`src/rtl/core/bb3_pkg.sv`:
```
// Shared widths, codes and handshake types for the 3x3 box blur.
`default_nettype none
package bb3_pkg;
  localparam int PIX_W  = 8;
  localparam int RGB_W  = 3 * PIX_W;
  localparam int CFG_W  = 11;
  localparam int SUM_W  = 12;
  localparam int NUM_W  = 13;
  localparam int CNT_W  = 4;
  localparam int QDIV_W = 5;
  localparam int CFG_IDX_W = 2;

  localparam int DEF_MAX_WIDTH  = 1024;
  localparam int DEF_MAX_HEIGHT = 1024;

  localparam logic [CFG_W-1:0] CFG_RESET = 11'd1024;

  localparam logic [CFG_IDX_W-1:0] CFG_FRAME_WIDTH  = 2'd0;
  localparam logic [CFG_IDX_W-1:0] CFG_FRAME_HEIGHT = 2'd1;

  localparam logic CMD_PIXEL = 1'b0;
  localparam logic CMD_DRAIN = 1'b1;

  typedef logic [PIX_W-1:0] chan_t;
  typedef logic [NUM_W-1:0] num_t;

  typedef struct packed {
    logic              start;
    logic [QDIV_W-1:0] divisor;
  } div_req_t;
endpackage
`default_nettype wire

```
`src/rtl/core/bb3_div.sv`:
```
// Iterative restoring divider for the three color channels, one quotient bit per cycle.
`default_nettype none
module bb3_div
  import bb3_pkg::*;
(
  input  logic          clk_i,
  input  logic          rst_ni,
  input  div_req_t      req_i,
  input  num_t  [2:0]   num_i,
  output logic          done_o,
  output chan_t [2:0]   quo_o
);
  logic              busy_q;
  logic [2:0]        step_q;
  logic              done_q;
  logic [QDIV_W-1:0] div_q;
  num_t  [2:0]       rem_q, rem_d;
  chan_t [2:0]       quo_q, quo_d;
  num_t              shifted;

  always_comb begin
    shifted = num_t'(div_q) << step_q;
    rem_d   = rem_q;
    quo_d   = quo_q;
    for (int ch = 0; ch < 3; ch++) begin
      if (rem_q[ch] >= shifted) begin
        rem_d[ch]         = rem_q[ch] - shifted;
        quo_d[ch][step_q] = 1'b1;
      end
    end
  end

  always_ff @(posedge clk_i or negedge rst_ni) begin
    if (!rst_ni) begin
      busy_q <= 1'b0;
      step_q <= '0;
      done_q <= 1'b0;
    end else begin
      done_q <= 1'b0;
      if (req_i.start) begin
        busy_q <= 1'b1;
        step_q <= 3'd7;
      end else if (busy_q) begin
        step_q <= step_q - 3'd1;
        if (step_q == 3'd0) begin
          busy_q <= 1'b0;
          done_q <= 1'b1;
        end
      end
    end
  end

  always_ff @(posedge clk_i) begin
    if (req_i.start) begin
      div_q <= req_i.divisor;
      rem_q <= num_i;
      quo_q <= '0;
    end else if (busy_q) begin
      rem_q <= rem_d;
      quo_q <= quo_d;
    end
  end

  assign done_o = done_q;
  assign quo_o  = quo_q;
endmodule
`default_nettype wire

```
`config.mk`:
```
export PLATFORM = sky130hd
export DESIGN_NAME = bb3_div
export DESIGN_NICKNAME = d
export VERILOG_FILES = /design/src/rtl/core/bb3_pkg.sv /design/src/rtl/core/bb3_div.sv
export SDC_FILE = /design/constraint.sdc
export NUM_CORES = 1
export LEC_CHECK = 0
export BUFFER_PORTS_ARGS = -buffer_cell sky130_fd_sc_hd__buf_2
export CAP_MARGIN = 5
export CORE_MARGIN = 8
export CORE_UTILIZATION = 50
export DETAILED_ROUTE_END_ITERATION = 7
export GPL_TIMING_DRIVEN = 0
export PLACE_DENSITY = 0.84
export SLEW_MARGIN = 20
export SYNTH_ARGS = -nofsm -noshare
export SYNTH_HDL_FRONTEND = slang
export SYNTH_SLANG_ARGS = --single-unit
```
`constraint.sdc`:
```
create_clock -name clk_i -period 8.1 [get_ports clk_i]
set_input_delay 0.81 -clock clk_i [delete_from_list [all_inputs] [get_ports clk_i]]
set_output_delay 0.81 -clock clk_i [all_outputs]
set_load 0.03 [all_outputs]
```
==> flow_summary.toml <==
[run_status]
status = "finished, final reports clean"

[logic_synthesis]
yosysWarnings = 0
yosysMostFrequentCell = "nand2_1"
yosysSeqAreaShare = 0.409
synth.area.top_cells = "edfxtp_1, dfxtp_1, ha_1"
synthArstFlopShare = 0.0685
synthCells = 499
synth_cell_types = 55
synth_common_cells = "nand2_1, edfxtp_1, o21ai_0"
synth_edf_count = 44
synth-main-ff-cell = "edfxtp_1"
yosysTopAreaCellShare = 0.281
synth_area_sq_um = 4710
syn_area_per_cell_sq_um = 9.44
yosys.area.top_type = "edfxtp_1"
synth_fp_nets = 587
ys_ff_latch = 73

[cells_and_area]
syn2layout_area_growth_pct = 14.6
layout.nets = 669
nFillCells = 811
drive_gt1_frac = 0.177
antennaDiodeCount = 0
layoutNonFillerInstCount = 697
final_core_util = 0.587

[routing]
routed.top_layer = "met4"
wl_met3_um = 1110
dr.first_iter.drc_count = 243
dr.pass1.iters = 5
ant_nets = 0
route.met2.wl_um = 5720
wirelength_um = 12500
wl_per_cell_um = 17.9
wl_met1_um = 5300
via_per_inst = 5.86
drc = 0
vias = 4087

[clock_network]
cts_setup_buffers = 0
cts_hold_buf = 0
clk_pin_slew_ns = 0.09
clock-root-buffer = "clkbuf_8"
cts_sinks = 73
htree_levels = 3
worstSkewPairLatency_ns = 0.37
ctsLongestPathBuffers = 2
cts_buffers = 9
cts_tree = "built"
cts_resized = 0

[timing]
max_slew.worst_pin.slew_ns = 0.817
maxSlewHeadroom = 0.449
skew_ns = 0.0109
slew_viol_final = 0
rsz0062_at_grt = "false"
setup_viol = 0
finalSetupTns_ns = 0
maxClockFrequency_ghz = 0.235
min_period_ns = 4.26
hold_violations = 0
min_period_over_period = 0.526

[floorplan]
die_w_um = 113
dieArea_sq_um = 12800
initial_core_util = 0.512
ios = 72
num_rows = 35
fp.dieH_um = 113
core_area_sq_um = 9200

[pwr]
seqPwrFrac = 0.299
p_leak_nw = 2.34
power.density_nw_per_um2 = 382
power_frac_comb = 0.564
internal-power_mw = 1.16
p_clk_frac = 0.136
swShare = 0.438
p_total_mw = 2.06
ir_worst_vdd_mv = 0.223
switchingPower_uw = 902

[min_path]
min-delay-path-class = "in2async"

[place]
hpwlAfterDp_um = 9210
place_congestion = 0.901
dp.cells = 681
io_buffers = 71

[grt]
grt_max_degree = 16
grt_remaining_overflow = 0
grt_pass1_wl_um = 20000
antenna_found_initial = 0
grtUsageTotal = 0.197
grt_pass1_vias = 4101

[job]
maxCapViolCount = 0

[critical_path]
r2r_slack_ns = 3.84
crit_path_cell_trace = "clkbuf_1 > clkbuf_1 > o21ai_0 > o21ai_0 > ha_1 > a21o_1 > nor3_1 > a21oi_1 > a311o_1 > o32ai_4 > o21bai_2"
slowest_delay_ns = 0.68
worstPathRequired_ns = 8.10
cp.arrival_ns = 4.26
critical_path.max_fanout = 13
cp-start-kind = "flop"
crit_slowest_cell = "o21ai_0"
crit_path_end_kind = "flop"
path_class = "reg2reg"
area by class of cell:
class                           count  area, sq um  area share
Clock buffer                        9          124      0.0229
Tap cell                          111          139      0.0257
Clock inverter                      7         58.8      0.0109
Buffer                             19         78.8      0.0146
Inverter                           40          150      0.0278
Multi-Input combinational cell    367         2560       0.475
Timing Repair Buffer               71          355      0.0658
Sequential cell                    73         1930       0.357
per-stage QoR:
| step | hold slack [ns] | setup slack, ns | area (sq um) |
|---|---|---|---|
| global placement | 0.456 | 3.58 | 5200 |
| floorplan | 0.514 | 4.62 | 4710 |
| finish | 0.240 | 3.84 | 5400 |
| global route | 0.245 | 3.61 | 5400 |
| CTS | 0.237 | 3.88 | 5400 |
| detailed placement | 0.461 | 3.91 | 5220 |
registers in the layout (all words and copies together) (netlist names):
name,count
busy_q,1
div_q,5
done_o,1
quo_o,24
rem_q,39
step_q,3
logic make-up (layout without fill, tap and decap cells):
logic type	Yosys count	after routing	synth area share
AO/OA/AOI/OAI	150	150	0.206
XOR/XNOR	27	27	0.0502
adder cells (fa/ha/maj)	41	41	0.114
buffers and inverters	59	146	0.0486
flip-flops	73	73	0.409
multiplexers	12	12	0.0271
AND/OR/NAND/NOR	137	137	0.145
power by group through the flow:
stage                     registers, mW  logic (mW)  clock network (mW)
after global placement            0.620        1.08                   0
final                             0.617        1.16               0.281
after floorplan                   0.641       0.860                   0
after global routing              0.626        1.28               0.298
after CTS                         0.616        1.15               0.282
after detailed placement          0.622        1.13                   0
placed cells by master (no fill, tap or decap), types with 3 or more instances in the layout:
cell	Yosys	routed
and3_1	6	6
ha_1	38	38
mux2_2	6	6
dfxtp_1	24	24
a21oi_1	21	21
inv_1	40	40
a31oi_1	4	4
nor3_1	11	11
nand4_1	6	6
a21o_1	12	12
xor2_1	14	14
clkbuf_8	0	9
nand3_1	14	14
o21a_1	8	8
o22ai_1	24	24
fa_1	3	3
o21ai_0	44	44
o31ai_1	5	5
dfrtp_1	5	5
nand2b_1	14	14
o21bai_1	6	3
nor2b_1	7	7
buf_2	0	71
clkbuf_1	18	18
mux2i_1	6	6
a211oi_1	6	6
xnor2_1	13	13
inv_6	0	4
edfxtp_1	44	44
nand2_1	51	51
o21bai_2	0	3
nor2_1	18	18
critical path: cells and delay by family (launching register included):
kind            cells  cell delay (ns)
simple gates        1             0.05
buf+inv             2             0.62
fa+ha+maj           1             0.34
compound gates      7             2.55
flops               1             0.33
metal layers:
layer	GRT usage	up-vias
met3	0.0618	27
met2	0.325	162
met1	0.236	1909
met5	0	-
met4	0.0719	0
li1	-	1989
final timing paths:
check                      cells past startpoint              startpoint                     end
max in group asynchronous                      1                  rst_ni   step_q[0]$_DFFE_PN0P_
min in group clk_i                             2  quo_o[11]$_SDFFE_PP0P_  quo_o[11]$_SDFFE_PP0P_
setup / recovery                              11   step_q[0]$_DFFE_PN0P_      rem_q[2]$_DFFE_PP_
setup reg to reg                              11   step_q[0]$_DFFE_PN0P_      rem_q[2]$_DFFE_PP_
hold reg to reg                                2  quo_o[11]$_SDFFE_PP0P_  quo_o[11]$_SDFFE_PP0P_
hold / removal                                 1                  rst_ni        done_o$_DFF_PN0_
Note: power is estimated with default switching activity, not from simulation.
